File: src/rtl/svgcs_pkg.sv
package svgcs_pkg;

  localparam int unsigned AddrWidth  = 3;
  localparam int unsigned DataWidth  = 32;
  localparam int unsigned CountWidth = 12;

  localparam logic [CountWidth-1:0] ScanLimitReset = 12'd1024;
  localparam logic [CountWidth-1:0] CountMax       = '1;

  localparam logic [AddrWidth-3:0] RegScanLimit = 1'b0;

  localparam logic [1:0] KindReject   = 2'd0;
  localparam logic [1:0] KindRoot     = 2'd1;
  localparam logic [1:0] KindPrologue = 2'd2;

  localparam logic [7:0] ChBomA = 8'hEF;
  localparam logic [7:0] ChBomB = 8'hBB;
  localparam logic [7:0] ChBomC = 8'hBF;
  localparam logic [7:0] ChLt   = 8'h3C;

  // candidate bits: svg root, xml declaration, comment, doctype
  localparam int unsigned CandSvg     = 0;
  localparam int unsigned CandXml     = 1;
  localparam int unsigned CandComment = 2;
  localparam int unsigned CandDoctype = 3;
  localparam logic [3:0]  CandAll     = 4'hF;

  typedef enum logic [3:0] {
    PH_START,
    PH_BOM1,
    PH_BOM2,
    PH_WS,
    PH_PREFIX,
    PH_DOCWS,
    PH_SCAN,
    PH_DONE
  } phase_e;

  typedef enum logic [1:0] {
    V_UNDECIDED,
    V_REJECT,
    V_ROOT,
    V_PROLOGUE
  } verdict_e;

  typedef struct packed {
    logic [7:0] byte_value;
    logic       last_byte;
  } item_t;

  typedef struct packed {
    logic       is_svg;
    logic [1:0] match_kind;
  } result_t;

  function automatic logic is_ws(logic [7:0] c);
    return ((c >= 8'h09) && (c <= 8'h0D)) || (c == 8'h20);
  endfunction

  function automatic logic [7:0] to_lower(logic [7:0] c);
    return ((c >= 8'h41) && (c <= 8'h5A)) ? c + 8'h20 : c;
  endfunction

  // which candidates carry lower-case byte c at position p
  function automatic logic [3:0] prefix_hits(logic [3:0] p, logic [7:0] c);
    logic [3:0] hit;
    hit = '0;
    unique case (p)
      4'd0: hit = {4{c == ChLt}};
      4'd1: hit = {c == "!", c == "!", c == "?", c == "s"};
      4'd2: hit = {c == "d", c == "-", c == "x", c == "v"};
      4'd3: hit = {c == "o", c == "-", c == "m", c == "g"};
      4'd4: hit = {c == "c", 1'b0, c == "l", 1'b0};
      4'd5: hit = {c == "t", 3'b000};
      4'd6: hit = {c == "y", 3'b000};
      4'd7: hit = {c == "p", 3'b000};
      4'd8: hit = {c == "e", 3'b000};
      default: hit = '0;
    endcase
    return hit;
  endfunction

  function automatic logic [7:0] doctype_char(logic [1:0] stage);
    logic [7:0] ch;
    ch = 8'h00;
    unique case (stage)
      2'd0: ch = "s";
      2'd1: ch = "v";
      2'd2: ch = "g";
      default: ch = 8'h00;
    endcase
    return ch;
  endfunction

  function automatic logic [7:0] tag_char(logic [1:0] pos);
    logic [7:0] ch;
    ch = ChLt;
    unique case (pos)
      2'd0: ch = ChLt;
      2'd1: ch = "s";
      2'd2: ch = "v";
      2'd3: ch = "g";
      default: ch = ChLt;
    endcase
    return ch;
  endfunction

endpackage

File: src/rtl/svgcs_cfg_regs.sv
module svgcs_cfg_regs (
  input  logic                                clk_i,
  input  logic                                rst_ni,
  input  logic                                psel,
  input  logic                                penable,
  input  logic                                pwrite,
  input  logic [svgcs_pkg::AddrWidth-1:0]     paddr,
  input  logic [svgcs_pkg::DataWidth-1:0]     pwdata,
  output logic [svgcs_pkg::DataWidth-1:0]     prdata,
  output logic                                pready,
  output logic [svgcs_pkg::CountWidth-1:0]    scan_limit_o
);

  logic [svgcs_pkg::CountWidth-1:0] scan_limit_q, scan_limit_d;
  logic                             hit_limit;
  logic                             wr_en;

  assign hit_limit = (paddr[svgcs_pkg::AddrWidth-1:2] == svgcs_pkg::RegScanLimit);
  assign wr_en     = psel & penable & pwrite & pready;
  assign pready    = 1'b1;

  always_comb begin
    scan_limit_d = scan_limit_q;
    if (wr_en && hit_limit) begin
      scan_limit_d = pwdata[svgcs_pkg::CountWidth-1:0];
    end
  end

  always_ff @(posedge clk_i or negedge rst_ni) begin
    if (!rst_ni) begin
      scan_limit_q <= svgcs_pkg::ScanLimitReset;
    end else begin
      scan_limit_q <= scan_limit_d;
    end
  end

  assign prdata = hit_limit
                ? {{(svgcs_pkg::DataWidth - svgcs_pkg::CountWidth){1'b0}}, scan_limit_q}
                : '0;

  assign scan_limit_o = scan_limit_q;

endmodule

File: src/rtl/svgcs_match.sv
module svgcs_match (
  input  logic                             clk_i,
  input  logic                             rst_ni,
  input  logic                             step_i,
  input  svgcs_pkg::item_t                 item_i,
  input  logic [svgcs_pkg::CountWidth-1:0] scan_limit_i,
  output svgcs_pkg::result_t               result_o
);

  svgcs_pkg::phase_e                phase_q, phase_d;
  svgcs_pkg::verdict_e              verdict_q, verdict_d;
  logic [svgcs_pkg::CountWidth-1:0] stripped_q, stripped_d;
  logic [3:0]                       prefix_pos_q, prefix_pos_d;
  logic [3:0]                       cand_q, cand_d;
  logic [1:0]                       doc_stage_q, doc_stage_d;
  logic [1:0]                       tag_pos_q, tag_pos_d;

  always_comb begin
    logic [7:0]        raw;
    logic [7:0]        c;
    logic [3:0]        f;
    svgcs_pkg::phase_e ph;
    raw = item_i.byte_value;
    c   = svgcs_pkg::to_lower(raw);
    f   = cand_q & svgcs_pkg::prefix_hits(prefix_pos_q, c);
    ph  = (phase_q == svgcs_pkg::PH_START) ? svgcs_pkg::PH_WS : phase_q;

    phase_d      = phase_q;
    verdict_d    = verdict_q;
    stripped_d   = stripped_q;
    prefix_pos_d = prefix_pos_q;
    cand_d       = cand_q;
    doc_stage_d  = doc_stage_q;
    tag_pos_d    = tag_pos_q;

    if ((phase_q == svgcs_pkg::PH_START) && (raw == svgcs_pkg::ChBomA)) begin
      phase_d = svgcs_pkg::PH_BOM1;
    end else begin
      phase_d = ph;
      if ((ph == svgcs_pkg::PH_PREFIX) || (ph == svgcs_pkg::PH_DOCWS) ||
          (ph == svgcs_pkg::PH_SCAN)) begin
        if (stripped_q != svgcs_pkg::CountMax) begin
          stripped_d = stripped_q + 1'b1;
        end
      end
      unique case (ph)
        svgcs_pkg::PH_BOM1: begin
          if (raw == svgcs_pkg::ChBomB) begin
            phase_d = svgcs_pkg::PH_BOM2;
          end else begin
            phase_d   = svgcs_pkg::PH_DONE;
            verdict_d = svgcs_pkg::V_REJECT;
          end
        end
        svgcs_pkg::PH_BOM2: begin
          if (raw == svgcs_pkg::ChBomC) begin
            phase_d = svgcs_pkg::PH_WS;
          end else begin
            phase_d   = svgcs_pkg::PH_DONE;
            verdict_d = svgcs_pkg::V_REJECT;
          end
        end
        svgcs_pkg::PH_WS: begin
          if (svgcs_pkg::is_ws(raw)) begin
            phase_d = svgcs_pkg::PH_WS;
          end else if (raw == svgcs_pkg::ChLt) begin
            phase_d      = svgcs_pkg::PH_PREFIX;
            prefix_pos_d = 4'd1;
            cand_d       = svgcs_pkg::CandAll;
            stripped_d   = 12'd1;
          end else begin
            phase_d   = svgcs_pkg::PH_DONE;
            verdict_d = svgcs_pkg::V_REJECT;
          end
        end
        svgcs_pkg::PH_PREFIX: begin
          cand_d = f;
          priority if (f[svgcs_pkg::CandSvg] && (prefix_pos_q == 4'd3)) begin
            phase_d   = svgcs_pkg::PH_DONE;
            verdict_d = svgcs_pkg::V_ROOT;
          end else if ((f[svgcs_pkg::CandXml] && (prefix_pos_q == 4'd4)) ||
                       (f[svgcs_pkg::CandComment] && (prefix_pos_q == 4'd3))) begin
            phase_d   = svgcs_pkg::PH_SCAN;
            tag_pos_d = 2'd0;
          end else if (f[svgcs_pkg::CandDoctype] && (prefix_pos_q == 4'd8)) begin
            phase_d     = svgcs_pkg::PH_DOCWS;
            doc_stage_d = 2'd0;
          end else if (f == 4'd0) begin
            phase_d   = svgcs_pkg::PH_DONE;
            verdict_d = svgcs_pkg::V_REJECT;
          end else begin
            prefix_pos_d = prefix_pos_q + 4'd1;
          end
        end
        svgcs_pkg::PH_DOCWS: begin
          if ((doc_stage_q == 2'd0) && svgcs_pkg::is_ws(c)) begin
            phase_d = svgcs_pkg::PH_DOCWS;
          end else if (c != svgcs_pkg::doctype_char(doc_stage_q)) begin
            phase_d   = svgcs_pkg::PH_DONE;
            verdict_d = svgcs_pkg::V_REJECT;
          end else if (doc_stage_q == 2'd2) begin
            phase_d   = svgcs_pkg::PH_SCAN;
            tag_pos_d = 2'd0;
          end else begin
            doc_stage_d = doc_stage_q + 2'd1;
          end
        end
        svgcs_pkg::PH_SCAN: begin
          if (c == svgcs_pkg::tag_char(tag_pos_q)) begin
            if (tag_pos_q == 2'd3) begin
              if (stripped_q < scan_limit_i) begin
                phase_d   = svgcs_pkg::PH_DONE;
                verdict_d = svgcs_pkg::V_PROLOGUE;
              end else begin
                tag_pos_d = 2'd0;
              end
            end else begin
              tag_pos_d = tag_pos_q + 2'd1;
            end
          end else begin
            tag_pos_d = (c == svgcs_pkg::ChLt) ? 2'd1 : 2'd0;
          end
        end
        default: begin
          phase_d = phase_q;
        end
      endcase
    end

    unique case (verdict_d)
      svgcs_pkg::V_ROOT: begin
        result_o.is_svg     = 1'b1;
        result_o.match_kind = svgcs_pkg::KindRoot;
      end
      svgcs_pkg::V_PROLOGUE: begin
        result_o.is_svg     = 1'b1;
        result_o.match_kind = svgcs_pkg::KindPrologue;
      end
      default: begin
        result_o.is_svg     = 1'b0;
        result_o.match_kind = svgcs_pkg::KindReject;
      end
    endcase

    // end of buffer: back to the state for a fresh buffer
    if (item_i.last_byte) begin
      phase_d      = svgcs_pkg::PH_START;
      verdict_d    = svgcs_pkg::V_UNDECIDED;
      stripped_d   = '0;
      prefix_pos_d = '0;
      cand_d       = svgcs_pkg::CandAll;
      doc_stage_d  = '0;
      tag_pos_d    = '0;
    end
  end

  always_ff @(posedge clk_i or negedge rst_ni) begin
    if (!rst_ni) begin
      phase_q      <= svgcs_pkg::PH_START;
      verdict_q    <= svgcs_pkg::V_UNDECIDED;
      stripped_q   <= '0;
      prefix_pos_q <= '0;
      cand_q       <= svgcs_pkg::CandAll;
      doc_stage_q  <= '0;
      tag_pos_q    <= '0;
    end else if (step_i) begin
      phase_q      <= phase_d;
      verdict_q    <= verdict_d;
      stripped_q   <= stripped_d;
      prefix_pos_q <= prefix_pos_d;
      cand_q       <= cand_d;
      doc_stage_q  <= doc_stage_d;
      tag_pos_q    <= tag_pos_d;
    end
  end

endmodule

File: src/rtl/svg_content_sniffer_core.sv
// the verdict for the last byte in the input register is held in the result register
// throughput: one byte per cycle; a last byte waits while a held verdict is pending
// an input register and a result register decouple the two channels
// reset: asynchronous active low; buffer state cleared, scan_limit returns to 1024
module svg_content_sniffer_core (
  input  logic                             clk_i,
  input  logic                             rst_ni,
  input  logic                             psel,
  input  logic                             penable,
  input  logic                             pwrite,
  input  logic [svgcs_pkg::AddrWidth-1:0]  paddr,
  input  logic [svgcs_pkg::DataWidth-1:0]  pwdata,
  output logic [svgcs_pkg::DataWidth-1:0]  prdata,
  output logic                             pready,
  input  logic                             in_valid_i,
  output logic                             in_ready_o,
  input  logic [7:0]                       byte_value_i,
  input  logic                             last_byte_i,
  output logic                             out_valid_o,
  input  logic                             out_ready_i,
  output logic                             is_svg_o,
  output logic [1:0]                       match_kind_o
);

  logic [svgcs_pkg::CountWidth-1:0] scan_limit;
  logic                             in_valid_q, in_valid_d;
  svgcs_pkg::item_t                 item_q;
  logic                             out_valid_q, out_valid_d;
  svgcs_pkg::result_t               result_q, result;
  logic                             out_free;
  logic                             step;
  logic                             in_fire;

  svgcs_cfg_regs u_cfg (
    .clk_i       (clk_i),
    .rst_ni      (rst_ni),
    .psel        (psel),
    .penable     (penable),
    .pwrite      (pwrite),
    .paddr       (paddr),
    .pwdata      (pwdata),
    .prdata      (prdata),
    .pready      (pready),
    .scan_limit_o(scan_limit)
  );

  svgcs_match u_match (
    .clk_i       (clk_i),
    .rst_ni      (rst_ni),
    .step_i      (step),
    .item_i      (item_q),
    .scan_limit_i(scan_limit),
    .result_o    (result)
  );

  assign out_free   = ~out_valid_q | out_ready_i;
  assign step       = in_valid_q & (~item_q.last_byte | out_free);
  assign in_ready_o = ~in_valid_q | step;
  assign in_fire    = in_valid_i & in_ready_o;

  always_comb begin
    in_valid_d = in_valid_q;
    if (in_fire) begin
      in_valid_d = 1'b1;
    end else if (step) begin
      in_valid_d = 1'b0;
    end
    out_valid_d = out_valid_q;
    if (step && item_q.last_byte) begin
      out_valid_d = 1'b1;
    end else if (out_ready_i) begin
      out_valid_d = 1'b0;
    end
  end

  always_ff @(posedge clk_i or negedge rst_ni) begin
    if (!rst_ni) begin
      in_valid_q  <= 1'b0;
      out_valid_q <= 1'b0;
    end else begin
      in_valid_q  <= in_valid_d;
      out_valid_q <= out_valid_d;
    end
  end

  always_ff @(posedge clk_i) begin
    if (in_fire) begin
      item_q.byte_value <= byte_value_i;
      item_q.last_byte  <= last_byte_i;
    end
    if (step && item_q.last_byte) begin
      result_q <= result;
    end
  end

  assign out_valid_o  = out_valid_q;
  assign is_svg_o     = result_q.is_svg;
  assign match_kind_o = result_q.match_kind;

endmodule

File: config.mk
export PLATFORM = sky130hd
export DESIGN_NAME = svg_content_sniffer_core
export DESIGN_NICKNAME = d
export VERILOG_FILES = /design/src/rtl/svgcs_pkg.sv /design/src/rtl/svgcs_cfg_regs.sv /design/src/rtl/svgcs_match.sv /design/src/rtl/svg_content_sniffer_core.sv
export SDC_FILE = /design/constraint.sdc
export NUM_CORES = 1
export LEC_CHECK = 0
export BUFFER_PORTS_ARGS = -buffer_cell sky130_fd_sc_hd__clkbuf_2
export CAP_MARGIN = 20
export CORE_MARGIN = 8
export CORE_UTILIZATION = 50
export CTS_BUF_LIST = sky130_fd_sc_hd__clkbuf_8 sky130_fd_sc_hd__clkbuf_16
export CTS_CLUSTER_DIAMETER = 60
export DETAILED_ROUTE_END_ITERATION = 8
export PLACE_DENSITY_LB_ADDON = 0.25
export SLEW_MARGIN = 20
export SYNTH_ARGS = -nofsm -noshare
export SYNTH_HDL_FRONTEND = slang
export SYNTH_SLANG_ARGS = --single-unit
File: constraint.sdc
create_clock -name clk_i -period 7.6 [get_ports clk_i]
set_clock_uncertainty 0.05 [all_clocks]
set_input_delay 0.76 -clock clk_i [delete_from_list [all_inputs] [get_ports clk_i]]
set_output_delay 0.76 -clock clk_i [all_outputs]
set_load 0.02 [all_outputs]
==> out/results.ini <==
[outcome]
status = finished, final reports clean

[final_layout]
multi_input_area_um2 = 3040
insertedDiodeCount = 0
drive_gt1_frac = 0.156
final_nets = 671
fill_cells = 971
utilization = 0.535
syn2layout_area_growth_pct = 5.45
postLayoutCellArea_um2 = 5130
area.sequential_um2 = 1470

[power]
switching_share = 0.419
power_density_nw_per_um2 = 198
ir_worst_vdd_mv = 0.107
total_leakage_power_nw = 2.13
p_sw_mw = 0.426
power_mw = 1.02
internal_power_mw = 0.591
combPwrFrac = 0.386
p_clk_frac = 0.170
seq_power_share = 0.443

[global_route]
grt_pass1_wl_mm = 21.1
grt_max_degree = 45
grt_usage = 0.199
grt-ovfl-total = 0
grt_pass1_vias = 4226
antenna_found_initial = 0

[flow_run]
max-cap-violations = 0

[worst_setup_path]
cpMaxStageDelayCell = o32ai_2
slowest_delay_ns = 0.69
path_max_fanout = 17
crit_chain = ha_1 -> nand2b_1 -> o311a_1 -> o32ai_1 -> o2111ai_1 -> o32ai_2 -> nand3b_1 -> nand3_1 -> mux2_2
crit_path_start_kind = flop
worst_r2r_path_depth = 9
end_kind = flop
critical_path_class = flop to flop
crit_cells = 9
cpLargestDelayFamily = compound AO/OA/AOI/OAI gates
critPathArrivalTime_ns = 3.90
crit_start = u_match.prefix_pos_q[0]$_DFFE_PN0P_
rr_startpoint = u_match.prefix_pos_q[0]$_DFFE_PN0P_
crit_buf_inv = 0
cp.required_ns = 7.77

[synthesis]
synthAdderAreaFrac = 0.0617
synth_edf_count = 12
ys_types = 86
synth_compound_area_frac = 0.236
muxShareOfSynthArea = 0.0471
syn_inst = 577
ys_ff_latch = 56
ys_dominant_reg_cell = dfrtp_1
synth_seq_area_share = 0.302
syn_area_um2 = 4870
synthSimpleGateAreaFrac = 0.255
avgSynthCellArea_um2 = 8.43
synth_top_family_by_area = simple AND/OR/NAND/NOR gates
async_flop_share = 0.786
synthXorXnorAreaFrac = 0.00900
ys_warn_count = 0

[floorplan]
coreArea_um2 = 9590
fp.dieH_um = 115
die_x_um = 115
rows = 36
initial_utilization = 0.507
io_pins = 89
dieArea_um2 = 13100

[timing]
timing.setup.tns_ns = 0
drv_slew = 0
setup_viol = 0
relSlewSlack = 0.406
period_share = 0.491
rsz0062_at_grt = no
hold_viol_final = 0
tightest_slew_ns = 0.887
finalCriticalPeriod_ns = 3.73
fin_ws_ns = 3.87
fmax_ghz = 0.268

[clocking]
clk_pin_slew_worst_paths_ns = 0.11
h-tree-depth = 2
cts-resized-gates = 0
cts_sinks = 56
post_cts_buffers = 0
cts.hold.buffers_added = 0
clk-insertion-delay-late_ns = 0.32
cts_tree = yes
cts_root_buf = clkbuf_8
numCtsBuffers = 5
clock_path_buffers = 2

[placed_design]
dp_hpwl_mm = 9.71
placed_area_um2 = 5040
place_ws_ns = 3.88
routabilityCongestion = 0.878
port-buffer-count = 45

[route]
avgViaCountPerCell = 6.16
vias = 4500
routed_wl_mm = 13.0
detail_route.wl_per_cell_um = 17.8
first_iter_violations = 334
drt_pass1_iterations = 4
drc = 0
ant_nets = 0

[worst_hold_path]
min_path_type = primary input to async pin

[final timing paths]
path,slack (ns),endpoint
setup / recovery,3.87,u_match.tag_pos_q[0]$_DFFE_PN0P_
hold / removal,0.44,u_match.prefix_pos_q[3]$_DFFE_PN0P_
setup reg to reg,3.87,u_match.tag_pos_q[0]$_DFFE_PN0P_
hold reg to reg,0.45,u_match.cand_q[0]$_DFFE_PN1P_
max in group asynchronous,6.64,u_cfg.scan_limit_o[5]$_DFFE_PN0P_
min in group clk_i,0.45,u_match.cand_q[0]$_DFFE_PN1P_
[power by group through the flow]
stage | clock network, mW | logic [mW] | registers (mW)
final | 0.173 | 0.393 | 0.451
after global routing | 0.190 | 0.437 | 0.461
after CTS | 0.182 | 0.390 | 0.448
after detailed placement | 0 | 0.388 | 0.454
after global placement | 0 | 0.380 | 0.452
after floorplan | 0 | 0.339 | 0.403
[metal layers]
layer / GRT usage / wire length (um) / share of wire / vias to the layer above
met5: 0 / 0 / 0 / -
met4: 0.0736 / 356 / 0.027 / 0
met3: 0.0374 / 917 / 0.070 / 23
met2: 0.338 / 6320 / 0.49 / 170
met1: 0.245 / 5420 / 0.42 / 2159
li1: - / - / - / 2148
[synth_stat cells (6+ instances only)]
cell	count	share of area
inv_1	33	0.025
mux2_2	15	0.035
a31oi_1	9	0.012
buf_2	6	0.0062
clkbuf_1	21	0.016
nor2b_1	13	0.017
dfrtp_1	39	0.20
a21oi_1	24	0.025
edfxtp_1	12	0.074
nor4_1	8	0.010
a22o_1	6	0.011
nand3_1	13	0.013
and3_1	7	0.0090
nand4_1	9	0.012
buf_4	22	0.034
nand2_1	49	0.038
o31ai_1	6	0.0093
a211oi_1	7	0.011
nor3b_1	8	0.012
nand2b_1	12	0.015
mux2i_1	6	0.012
nor3_1	20	0.021
ha_1	24	0.062
nand3b_1	6	0.0093
nor2_1	37	0.029
o21ai_0	29	0.030
[final cells by class]
cell class                 count  area share
sequential                    56       0.286
multi-input combinational    452       0.593
clock buffer                   5      0.0134
tap                          133      0.0324
timing repair buffer          46      0.0454
inverter                      35      0.0256
clock inverter                 3     0.00439
[cell usage in the layout, fill, tap and decap left out, drive strengths merged, types with 9 or more instances in the layout]
master / count
a21oi: 24
a31oi: 9
clkbuf: 50
conb: 21
dfrtp: 39
edfxtp: 12
ha: 24
inv: 35
mux2: 15
nand2: 49
nand2b: 12
nand3: 13
nand4: 9
nor2: 37
nor2b: 13
nor3: 20
o21ai: 33
[cell families after synthesis]
| family | after synthesis |
|---|---|
| xor+xnor | 5 |
| fa+ha+maj | 24 |
| other cells | 2 |
| compound gates | 157 |
| buf+inv | 88 |
| mux | 21 |
| simple gates | 224 |
| flops | 56 |
[state kept, by name, indices dropped and copies added (netlist names)]
| signal | cells |
|---|---|
| u_match.prefix_pos_q | 4 |
| match_kind_o | 2 |
| in_valid_q | 1 |
| u_match.verdict_q | 2 |
| item_q | 9 |
| u_match.tag_pos_q | 2 |
| u_match.phase_q | 4 |
| u_match.cand_q | 4 |
| is_svg_o | 1 |
| u_cfg.scan_limit_o | 12 |
| u_match.stripped_q | 12 |
| out_valid_o | 1 |
| u_match.doc_stage_q | 2 |
[stage by stage]
stage          hold slack (ns)  instances
2_1_floorplan            0.414        596
3_3_place_gp             0.436        722
3_5_place_dp             0.434        722
4_1_cts                  0.451        730
5_1_grt                  0.479        730
6_report                 0.444        730
[worst register-to-register path: stages (launching register included)]
cell       delay, ns
dfrtp_1         0.46
ha_1            0.58
nand2b_1        0.29
o311a_1         0.36
o32ai_1         0.22
o2111ai_1       0.25
o32ai_2         0.69
nand3b_1        0.19
nand3_1         0.20
mux2_2          0.33
No activity file was read; power rests on OpenSTA's default activity.
